File: src/nrsi_pkg.sv
// Shared types, constants and helper functions for the nearest-neighbour source index unit.
package nrsi_pkg;

    // Largest source or destination dimension in pixels
    localparam int MAX_DIM  = 4096;

    // Field and datapath widths
    localparam int COORD_W  = $clog2(MAX_DIM);      // coordinate, 0 .. MAX_DIM-1
    localparam int DIM_W    = COORD_W + 1;          // dimension, 1 .. MAX_DIM
    localparam int DEN_W    = DIM_W + 1;            // divisor, up to 2*MAX_DIM
    localparam int NUM_W    = 2 * COORD_W + 1;      // dividend (2i+1)*S
    localparam int LIM_W    = 2 * COORD_W + 2;      // S * divisor
    localparam int MODE_W   = 1;
    localparam int PSIZE_W  = 5;
    localparam int STRIDE_W = 16;
    localparam int OFF_W    = 28;
    localparam int CFG_IDX_W  = 3;
    localparam int CFG_DATA_W = STRIDE_W;
    localparam int ROWP_W   = COORD_W + STRIDE_W;   // row * stride
    localparam int COLP_W   = COORD_W + PSIZE_W;    // column * pixel size

    // Pipeline stage numbering
    localparam int ST_IN    = 0;                    // input register
    localparam int ST_MUL   = 1;                    // dividend and limit products
    localparam int ST_SAT   = 2;                    // clamp decision, divider load
    localparam int ST_CLAMP = ST_SAT + COORD_W + 1; // one quotient bit per stage before this
    localparam int ST_PROD  = ST_CLAMP + 1;         // offset products
    localparam int ST_OUT   = ST_PROD + 1;          // offset sum, output register
    localparam int N_STAGES = ST_OUT + 1;

    // Configuration register indexes
    typedef enum logic [CFG_IDX_W-1:0] {
        CFG_SRC_WIDTH  = 3'd0,
        CFG_SRC_HEIGHT = 3'd1,
        CFG_DST_WIDTH  = 3'd2,
        CFG_DST_HEIGHT = 3'd3,
        CFG_SCALE_MODE = 3'd4,
        CFG_PIXEL_SIZE = 3'd5,
        CFG_SRC_STRIDE = 3'd6
    } cfg_reg_t;

    // Sampling modes
    typedef enum logic [MODE_W-1:0] {
        MODE_CENTRE = 1'b0,
        MODE_FLOOR  = 1'b1
    } scale_mode_t;

    // Divider stage contents
    typedef struct packed {
        logic               sat;
        logic [NUM_W-1:0]   rem;
        logic [COORD_W-1:0] quo;
    } div_t;

    // Zero reads as one, oversize reads as MAX_DIM
    function automatic logic [DIM_W-1:0] eff_dim(input logic [DIM_W-1:0] v);
        logic [DIM_W-1:0] r;
        begin
            r = v;
            if (v == '0)
            begin
                r = DIM_W'(1);
            end
            else if (v > DIM_W'(MAX_DIM))
            begin
                r = DIM_W'(MAX_DIM);
            end
            return r;
        end
    endfunction

endpackage

File: src/nrsi_req_if.sv
// Channel interfaces: destination coordinate requests and source index responses.
interface nrsi_req_if;
    logic                          valid;
    logic                          ready;
    logic [nrsi_pkg::COORD_W-1:0]  dst_col;
    logic [nrsi_pkg::COORD_W-1:0]  dst_row;

    modport source (output valid, output dst_col, output dst_row, input ready);
    modport sink   (input valid, input dst_col, input dst_row, output ready);
endinterface

interface nrsi_rsp_if;
    logic                          valid;
    logic                          ready;
    logic [nrsi_pkg::COORD_W-1:0]  src_col;
    logic [nrsi_pkg::COORD_W-1:0]  src_row;
    logic [nrsi_pkg::OFF_W-1:0]    src_offset;

    modport source (output valid, output src_col, output src_row, output src_offset,
                    input ready);
    modport sink   (input valid, input src_col, input src_row, input src_offset,
                    output ready);
endinterface

File: src/nrsi_coord_map.sv
// One coordinate lane: exact rational scaling by a pipelined restoring divider, then clamp.
module nrsi_coord_map (
    input  logic                                          clk,
    input  logic [nrsi_pkg::ST_CLAMP:nrsi_pkg::ST_MUL]    en,
    input  logic [nrsi_pkg::COORD_W-1:0]                  coord,
    input  logic [nrsi_pkg::DIM_W-1:0]                    s_dim,
    input  logic [nrsi_pkg::DIM_W-1:0]                    d_dim,
    input  nrsi_pkg::scale_mode_t                         mode,
    output logic [nrsi_pkg::COORD_W-1:0]                  mapped
);

    logic [nrsi_pkg::DIM_W-1:0]     odd;
    logic [nrsi_pkg::DEN_W-1:0]     den;
    logic [2*nrsi_pkg::DIM_W-1:0]   num_full;
    logic [nrsi_pkg::DIM_W+nrsi_pkg::DEN_W-1:0] lim_full;
    logic [nrsi_pkg::NUM_W-1:0]     num_reg;
    logic [nrsi_pkg::LIM_W-1:0]     lim_reg;
    nrsi_pkg::div_t                 div_reg [0:nrsi_pkg::COORD_W];
    nrsi_pkg::div_t                 load_next;
    logic [nrsi_pkg::COORD_W-1:0]   mapped_next;
    logic [nrsi_pkg::COORD_W-1:0]   mapped_reg;

    // Centre mode uses (2i+1)*S / 2D, floor mode i*S / D
    always_comb
    begin
        if (mode == nrsi_pkg::MODE_CENTRE)
        begin
            odd = {coord, 1'b1};
            den = {d_dim, 1'b0};
        end
        else
        begin
            odd = {1'b0, coord};
            den = {1'b0, d_dim};
        end
        num_full = odd * s_dim;
        lim_full = s_dim * den;
    end

    // Stage: dividend and clamp limit
    always_ff @(posedge clk)
    begin
        if (en[nrsi_pkg::ST_MUL])
        begin
            num_reg <= num_full[nrsi_pkg::NUM_W-1:0];
            lim_reg <= lim_full[nrsi_pkg::LIM_W-1:0];
        end
    end

    // Stage: quotient reaches S exactly when dividend >= S * divisor
    always_comb
    begin
        load_next.sat = ({1'b0, num_reg} >= lim_reg);
        load_next.rem = num_reg;
        load_next.quo = '0;
    end

    always_ff @(posedge clk)
    begin
        if (en[nrsi_pkg::ST_SAT])
        begin
            div_reg[0] <= load_next;
        end
    end

    // Restoring divider, most significant quotient bit first
    for (genvar j = 0; j < nrsi_pkg::COORD_W; j++)
    begin : g_div
        localparam int BIT = nrsi_pkg::COORD_W - 1 - j;
        localparam int STG = nrsi_pkg::ST_SAT + 1 + j;

        logic [nrsi_pkg::NUM_W-1:0] trial;
        nrsi_pkg::div_t             step_next;

        always_comb
        begin
            trial     = nrsi_pkg::NUM_W'(den) << BIT;
            step_next = div_reg[j];
            if (div_reg[j].rem >= trial)
            begin
                step_next.rem      = div_reg[j].rem - trial;
                step_next.quo[BIT] = 1'b1;
            end
        end

        always_ff @(posedge clk)
        begin
            if (en[STG])
            begin
                div_reg[j+1] <= step_next;
            end
        end
    end

    // Stage: clamp to S-1
    always_comb
    begin
        if (div_reg[nrsi_pkg::COORD_W].sat)
        begin
            mapped_next = nrsi_pkg::COORD_W'(s_dim - nrsi_pkg::DIM_W'(1));
        end
        else
        begin
            mapped_next = div_reg[nrsi_pkg::COORD_W].quo;
        end
    end

    always_ff @(posedge clk)
    begin
        if (en[nrsi_pkg::ST_CLAMP])
        begin
            mapped_reg <= mapped_next;
        end
    end

    assign mapped = mapped_reg;

endmodule

File: src/nearest_resize_source_index.sv
// Top level of the nearest-neighbour scaler source index unit.
//
// For each destination pixel (dst_col, dst_row) the unit returns the source column
// and row that a nearest-neighbour scaler copies, and the byte offset
// src_row*src_stride + src_col*pixel_size (modulo 2^28). Centre mode gives
// floor((2i+1)*S/(2D)), floor mode floor(i*S/D), both exact and clamped to S-1;
// size registers reading 0 act as 1 and sizes above 4096 act as 4096. One
// transaction is accepted per clock while the pipeline has room, and each passes
// through 18 register stages; the divider resolves one quotient bit per stage over
// 12 stages. Every stage holds its own valid bit, so a stalled response only blocks
// input once the pipeline behind it is full. Configuration registers are written
// through cfg_we/cfg_idx/cfg_wdata; the user must write them only while no
// transaction is in flight, which the unit itself does not enforce.
module nearest_resize_source_index (
    input  logic                              clk,
    input  logic                              rst_n,
    input  logic                              cfg_we,
    input  logic [nrsi_pkg::CFG_IDX_W-1:0]    cfg_idx,
    input  logic [nrsi_pkg::CFG_DATA_W-1:0]   cfg_wdata,
    nrsi_req_if.sink                          req,
    nrsi_rsp_if.source                        rsp
);

    // Configuration registers
    logic [nrsi_pkg::DIM_W-1:0]     src_width_reg;
    logic [nrsi_pkg::DIM_W-1:0]     src_height_reg;
    logic [nrsi_pkg::DIM_W-1:0]     dst_width_reg;
    logic [nrsi_pkg::DIM_W-1:0]     dst_height_reg;
    nrsi_pkg::scale_mode_t          scale_mode_reg;
    logic [nrsi_pkg::PSIZE_W-1:0]   pixel_size_reg;
    logic [nrsi_pkg::STRIDE_W-1:0]  src_stride_reg;

    // Pipeline control
    logic [nrsi_pkg::N_STAGES:0]    en;
    logic [nrsi_pkg::N_STAGES-1:0]  vld_next;
    logic [nrsi_pkg::N_STAGES-1:0]  vld_reg;

    // Datapath
    logic [nrsi_pkg::COORD_W-1:0]   col_in_reg;
    logic [nrsi_pkg::COORD_W-1:0]   row_in_reg;
    logic [nrsi_pkg::COORD_W-1:0]   col_map;
    logic [nrsi_pkg::COORD_W-1:0]   row_map;
    logic [nrsi_pkg::ROWP_W-1:0]    row_prod_reg;
    logic [nrsi_pkg::COLP_W-1:0]    col_prod_reg;
    logic [nrsi_pkg::COORD_W-1:0]   col_prod_stg_reg;
    logic [nrsi_pkg::COORD_W-1:0]   row_prod_stg_reg;
    logic [nrsi_pkg::OFF_W-1:0]     off_next;
    logic [nrsi_pkg::OFF_W-1:0]     off_reg;
    logic [nrsi_pkg::COORD_W-1:0]   col_out_reg;
    logic [nrsi_pkg::COORD_W-1:0]   row_out_reg;

    // Register writes; unknown indexes are dropped
    always_ff @(posedge clk or negedge rst_n)
    begin
        if (!rst_n)
        begin
            src_width_reg  <= nrsi_pkg::DIM_W'(1);
            src_height_reg <= nrsi_pkg::DIM_W'(1);
            dst_width_reg  <= nrsi_pkg::DIM_W'(1);
            dst_height_reg <= nrsi_pkg::DIM_W'(1);
            scale_mode_reg <= nrsi_pkg::MODE_CENTRE;
            pixel_size_reg <= nrsi_pkg::PSIZE_W'(1);
            src_stride_reg <= nrsi_pkg::STRIDE_W'(1);
        end
        else if (cfg_we)
        begin
            case (nrsi_pkg::cfg_reg_t'(cfg_idx))
                nrsi_pkg::CFG_SRC_WIDTH:  src_width_reg  <= cfg_wdata[nrsi_pkg::DIM_W-1:0];
                nrsi_pkg::CFG_SRC_HEIGHT: src_height_reg <= cfg_wdata[nrsi_pkg::DIM_W-1:0];
                nrsi_pkg::CFG_DST_WIDTH:  dst_width_reg  <= cfg_wdata[nrsi_pkg::DIM_W-1:0];
                nrsi_pkg::CFG_DST_HEIGHT: dst_height_reg <= cfg_wdata[nrsi_pkg::DIM_W-1:0];
                nrsi_pkg::CFG_SCALE_MODE:
                    scale_mode_reg <= nrsi_pkg::scale_mode_t'(cfg_wdata[nrsi_pkg::MODE_W-1:0]);
                nrsi_pkg::CFG_PIXEL_SIZE: pixel_size_reg <= cfg_wdata[nrsi_pkg::PSIZE_W-1:0];
                nrsi_pkg::CFG_SRC_STRIDE: src_stride_reg <= cfg_wdata[nrsi_pkg::STRIDE_W-1:0];
                default: ;
            endcase
        end
    end

    // A stage moves when it is empty or the stage after it moves
    always_comb
    begin
        en[nrsi_pkg::N_STAGES] = rsp.ready;
        for (int k = nrsi_pkg::N_STAGES - 1; k >= 0; k--)
        begin
            en[k] = !vld_reg[k] || en[k+1];
        end
        vld_next = vld_reg;
        if (en[0])
        begin
            vld_next[0] = req.valid;
        end
        for (int k = 1; k < nrsi_pkg::N_STAGES; k++)
        begin
            if (en[k])
            begin
                vld_next[k] = vld_reg[k-1];
            end
        end
    end

    always_ff @(posedge clk or negedge rst_n)
    begin
        if (!rst_n)
        begin
            vld_reg <= '0;
        end
        else
        begin
            vld_reg <= vld_next;
        end
    end

    assign req.ready = en[nrsi_pkg::ST_IN];

    // Input stage
    always_ff @(posedge clk)
    begin
        if (en[nrsi_pkg::ST_IN])
        begin
            col_in_reg <= req.dst_col;
            row_in_reg <= req.dst_row;
        end
    end

    // Column and row lanes
    nrsi_coord_map u_col_map (
        .clk    (clk),
        .en     (en[nrsi_pkg::ST_CLAMP:nrsi_pkg::ST_MUL]),
        .coord  (col_in_reg),
        .s_dim  (nrsi_pkg::eff_dim(src_width_reg)),
        .d_dim  (nrsi_pkg::eff_dim(dst_width_reg)),
        .mode   (scale_mode_reg),
        .mapped (col_map)
    );

    nrsi_coord_map u_row_map (
        .clk    (clk),
        .en     (en[nrsi_pkg::ST_CLAMP:nrsi_pkg::ST_MUL]),
        .coord  (row_in_reg),
        .s_dim  (nrsi_pkg::eff_dim(src_height_reg)),
        .d_dim  (nrsi_pkg::eff_dim(dst_height_reg)),
        .mode   (scale_mode_reg),
        .mapped (row_map)
    );

    // Offset products
    always_ff @(posedge clk)
    begin
        if (en[nrsi_pkg::ST_PROD])
        begin
            row_prod_reg     <= row_map * src_stride_reg;
            col_prod_reg     <= col_map * pixel_size_reg;
            col_prod_stg_reg <= col_map;
            row_prod_stg_reg <= row_map;
        end
    end

    // Offset sum, wraps at the field width
    assign off_next = nrsi_pkg::OFF_W'(row_prod_reg) + nrsi_pkg::OFF_W'(col_prod_reg);

    always_ff @(posedge clk)
    begin
        if (en[nrsi_pkg::ST_OUT])
        begin
            off_reg     <= off_next;
            col_out_reg <= col_prod_stg_reg;
            row_out_reg <= row_prod_stg_reg;
        end
    end

    assign rsp.valid      = vld_reg[nrsi_pkg::ST_OUT];
    assign rsp.src_col    = col_out_reg;
    assign rsp.src_row    = row_out_reg;
    assign rsp.src_offset = off_reg;

endmodule

File: src/flat_wrapper.sv
// flat-port wrapper written by rule: the top's interface ports become plain ports
module nearest_resize_source_index_flat 
  (clk, rst_n, cfg_we, cfg_idx, cfg_wdata, req_valid, req_dst_col, req_dst_row, req_ready, rsp_valid, rsp_src_col, rsp_src_row, rsp_src_offset, rsp_ready);
  nrsi_req_if req_i ();
  nrsi_rsp_if rsp_i ();
  input  logic clk;
  input  logic rst_n;
  input  logic cfg_we;
  input  logic [nrsi_pkg::CFG_IDX_W-1:0] cfg_idx;
  input  logic [nrsi_pkg::CFG_DATA_W-1:0] cfg_wdata;
  input wire logic [$bits(req_i.valid)-1:0] req_valid;
  input wire logic [$bits(req_i.dst_col)-1:0] req_dst_col;
  input wire logic [$bits(req_i.dst_row)-1:0] req_dst_row;
  output wire logic [$bits(req_i.ready)-1:0] req_ready;
  output wire logic [$bits(rsp_i.valid)-1:0] rsp_valid;
  output wire logic [$bits(rsp_i.src_col)-1:0] rsp_src_col;
  output wire logic [$bits(rsp_i.src_row)-1:0] rsp_src_row;
  output wire logic [$bits(rsp_i.src_offset)-1:0] rsp_src_offset;
  input wire logic [$bits(rsp_i.ready)-1:0] rsp_ready;
  assign req_i.valid = req_valid;
  assign req_i.dst_col = req_dst_col;
  assign req_i.dst_row = req_dst_row;
  assign req_ready = req_i.ready;
  assign rsp_valid = rsp_i.valid;
  assign rsp_src_col = rsp_i.src_col;
  assign rsp_src_row = rsp_i.src_row;
  assign rsp_src_offset = rsp_i.src_offset;
  assign rsp_i.ready = rsp_ready;
  nearest_resize_source_index u_core (.clk(clk), .rst_n(rst_n), .cfg_we(cfg_we), .cfg_idx(cfg_idx), .cfg_wdata(cfg_wdata), .req(req_i), .rsp(rsp_i));
endmodule
File: config.mk
export PLATFORM = sky130hd
export DESIGN_NAME = nearest_resize_source_index_flat
export DESIGN_NICKNAME = d
export VERILOG_FILES = /design/src/nrsi_pkg.sv /design/src/nrsi_req_if.sv /design/src/nrsi_coord_map.sv /design/src/nearest_resize_source_index.sv /design/src/flat_wrapper.sv
export SDC_FILE = /design/constraint.sdc
export NUM_CORES = 2
export LEC_CHECK = 0
export BUFFER_PORTS_ARGS = -buffer_cell sky130_fd_sc_hd__buf_2
export CAP_MARGIN = 20
export CORE_MARGIN = 3
export CORE_UTILIZATION = 45
export CTS_CLUSTER_DIAMETER = 60
export DETAILED_ROUTE_END_ITERATION = 10
export GPL_TIMING_DRIVEN = 1
export PLACE_DENSITY_LB_ADDON = 0.15
export REMOVE_ABC_BUFFERS = 1
export SLEW_MARGIN = 20
export SYNTH_ARGS = -nofsm -noshare
export SYNTH_HDL_FRONTEND = slang
export SYNTH_SLANG_ARGS = --single-unit
File: constraint.sdc
create_clock -name clk -period 14.8 [get_ports clk]
set_input_delay 4.44 -clock clk [delete_from_list [all_inputs] [get_ports clk]]
set_output_delay 4.44 -clock clk [all_outputs]
set_load 0.03 [all_outputs]
==> flow_metrics.env <==
export IMPL_outcome="finished, final reports clean"
export IMPL_yosysMostFrequentCell="inv_1"
export IMPL_grt_pass1_wl_um=351600
export IMPL_synth_xor_area_share_pct=4.637
export IMPL_finalHoldViolCount=0
export IMPL_io_pin_count=102
export IMPL_htreeDepth=4
export IMPL_cts_sinks=1145
export IMPL_crit_buf_inv=5
export IMPL_synth_simple_area_share_pct=13.07
export IMPL_rsz0062_at_grt="false"
export IMPL_vias=60930
export IMPL_drtPass1Iterations=5
export IMPL_drtIter0Drc=3977
export IMPL_drive_gt1_share_pct=8.358
export IMPL_grt_antenna_before_repair=10
export IMPL_worst_path_max_delay_cell="nor2b_1"
export IMPL_slew_violations=0
export IMPL_worstSetupPathType="primary input to output pin"
export IMPL_grt_pass1_vias=61840
export IMPL_synth_edf_count=1053
export IMPL_synth_area_um2=88780
export IMPL_synthArstFlopShare_pct=8.035
export IMPL_finish_utilization_pct=49.91
export IMPL_nets=10040
export IMPL_fin_crit_sh_pct=78.65
export IMPL_syn_inst=8379
export IMPL_detail_route_antenna_nets=0
export IMPL_avgSynthCellArea_um2=10.60
export IMPL_yosys_warnings=0
export IMPL_seq_area_frac_synth_pct=38.22
export IMPL_core_um2=195600
export IMPL_area_growth_pct=9.954
export IMPL_grt_max_degree=74
export IMPL_dp_hpwl_um=168400
export IMPL_required_ns=10.36
export IMPL_slew_headroom_pct=28.06
export IMPL_clkTransAtPathRegs_ns=0.06
export IMPL_dieArea_um2=202600
export IMPL_critPathMaxStageDelay_ns=0.37
export IMPL_post_cts_buffers=0
export IMPL_synthFlopType="edfxtp_1"
export IMPL_gp_congestion=0.8855
export IMPL_drt_total_wl_um=222400
export IMPL_path_max_fanout=25
export IMPL_rows=162
export IMPL_path_delay_family="simple AND/OR/NAND/NOR gates"
export IMPL_worst_pin_slew_ns=1.074
export IMPL_clk_latency_ns=0.78
export IMPL_synthTopCellsByCount="1100 x inv_1, 1053 x edfxtp_1, 865 x nand2_1"
export IMPL_cts_resized=0
export IMPL_ys_seq_elements=1145
export IMPL_numPortBuffers=101
export IMPL_cts_root_buf="clkbuf_16"
export IMPL_setup_viol=0
export IMPL_hp_class="flip-flop to flip-flop"
export IMPL_cts_tree="built"
export IMPL_synth_distinct_cells=86
export IMPL_drv_cap=0
export IMPL_synth_top_area_share_pct=35.62
export IMPL_synth_top_family_by_area="adder cells"
export IMPL_synth_compound_area_share_pct=8.893
export IMPL_finClkSkew_ns=0.03587
export IMPL_cts_hold_fix_buffers=0
export IMPL_grt_use_total_pct=22.05
export IMPL_synthMuxAreaShare_pct=3.071
export IMPL_initial_utilization_pct=45.39
export IMPL_wl_per_cell_um=19.71
export IMPL_cts_buffers=145
export IMPL_die_height_um=450.2
export IMPL_synth_top_cell_by_area="edfxtp_1"
export IMPL_ctsLongestPathBuffers=3
export IMPL_die_w_um=450.2
export IMPL_min_period_ns=11.64
export IMPL_drc=0
export IMPL_startpoint_type="primary input"
export IMPL_crit_path_cell_trace="buf_2 > nor2b_1 > nand2_4 > nor2_1 > and2_1 > clkinv_2 > nor3_1 > buf_4 > nand3_2 > nor2_1 > nand2_1 > buf_4 > buf_2"
export IMPL_arrival_ns=7.20
export IMPL_overflow=0
export IMPL_cp_end_kind="output pin"
export IMPL_synth_adder_area_share_pct=26.52
export IMPL_avgViaCountPerCell=5.399
export IMPL_synth_area_leaders="edfxtp_1 36%, fa_1 16%, ha_1 11%, inv_1 4.7%, nand2_1 3.7%"
export IMPL_timing_fmax_mhz=85.91
worst paths after layout:
path / from / endpoint / slack (ns) / cells after the start
max: rsp_ready / req_ready / 3.16 / 13
min: u_core.u_col_map.div_reg[0][201]$_DFFE_PP_ / u_core.u_col_map.div_reg[0][239]$_DFFE_PP_ / 0.41 / 0
max reg2reg: u_core.scale_mode_reg$_DFFE_PN0P_ / u_core.u_row_map.lim_reg[24]$_DFFE_PP_ / 6.55 / 24
min reg2reg: u_core.u_col_map.div_reg[0][201]$_DFFE_PP_ / u_core.u_col_map.div_reg[0][239]$_DFFE_PP_ / 0.41 / 0
max in group asynchronous: rst_n / u_core.scale_mode_reg$_DFFE_PN0P_ / 9.70 / 2
min in group asynchronous: rst_n / u_core.dst_width_reg[12]$_DFFE_PN0P_ / 3.68 / 1
cells by family after synthesis:
kind of cell / Yosys count
fa+ha+maj: 1465
buf+inv: 1310
mux: 246
flops: 1145
xor+xnor: 470
compound gates: 1252
simple gates: 2491
per-stage QoR:
| stage | hold WS [ns] | cells | setup slack (ns) | setup TNS [ns] | area [µm²] |
|---|---|---|---|---|---|
| floorplan | 0.4003 | 8174 | -0.1317 | -0.1317 | 87970 |
| global placement | 0.4005 | 11010 | 3.144 | 0 | 92710 |
| global route | 0.4116 | 11280 | 2.860 | 0 | 97590 |
| detailed placement | 0.4045 | 11010 | 3.115 | 0 | 92720 |
| CTS | 0.4078 | 11270 | 3.092 | 0 | 97590 |
| finish | 0.4084 | 11290 | 3.159 | 0 | 97610 |
metal layers:
layer	track usage, %	part of all wire [%]
met1	30.92	46
met2	35.41	46
met3	3.405	5.3
met4	6.556	2.9
met5	0	0
worst reg2reg max path, cell delays in order (launching register included):
cell and delay (ns):
dfrtp_4 0.59, buf_4 0.77, mux2_2 0.42, and2_1 0.29, inv_1 0.49, buf_4 0.41, nor2_1 0.12, fa_1 0.52
inv_1 0.05, fa_1 0.48, inv_1 0.05, fa_1 0.48, fa_1 0.55, inv_1 0.05, fa_1 0.51, inv_1 0.06
ha_1 0.21, or3_1 0.40, o21bai_1 0.17, a21oi_1 0.35, nor2_1 0.10, o21ai_0 0.47, o21ai_0 0.17, a21oi_1 0.20
xnor2_1 0.08
cell usage in the layout, fill, tap and decap left out, drive strengths merged, types with 102 or more instances in the layout:
cell type  synthesis  routed
inv             1100    1120
edfxtp          1053    1053
nand2            865     865
ha               770     770
nor2             729     729
fa               695     695
a21oi            386     386
o21ai            296     296
xnor2            288     288
buf               24     208
mux2             205     205
xor2             182     182
clkbuf           181     178
and2             127     127
a21o             126     126
nor3             117     117
nand2b           102     102
area by class of cell:
| class | instances | area (µm²) |
|---|---|---|
| Clock buffer | 178 | 3876 |
| Timing Repair Buffer | 208 | 1311 |
| Fill cell | 17550 | 97990 |
| Inverter | 1105 | 4153 |
| Multi-Input combinational cell | 5924 | 50040 |
| Antenna cell | 11 | 27.53 |
| Tap cell | 2624 | 3283 |
| Sequential cell | 1145 | 33930 |
| Clock inverter | 90 | 992.2 |
Power is not shown: default switching activity piles up to over one toggle a cycle in this logic, so the estimate is an artifact.
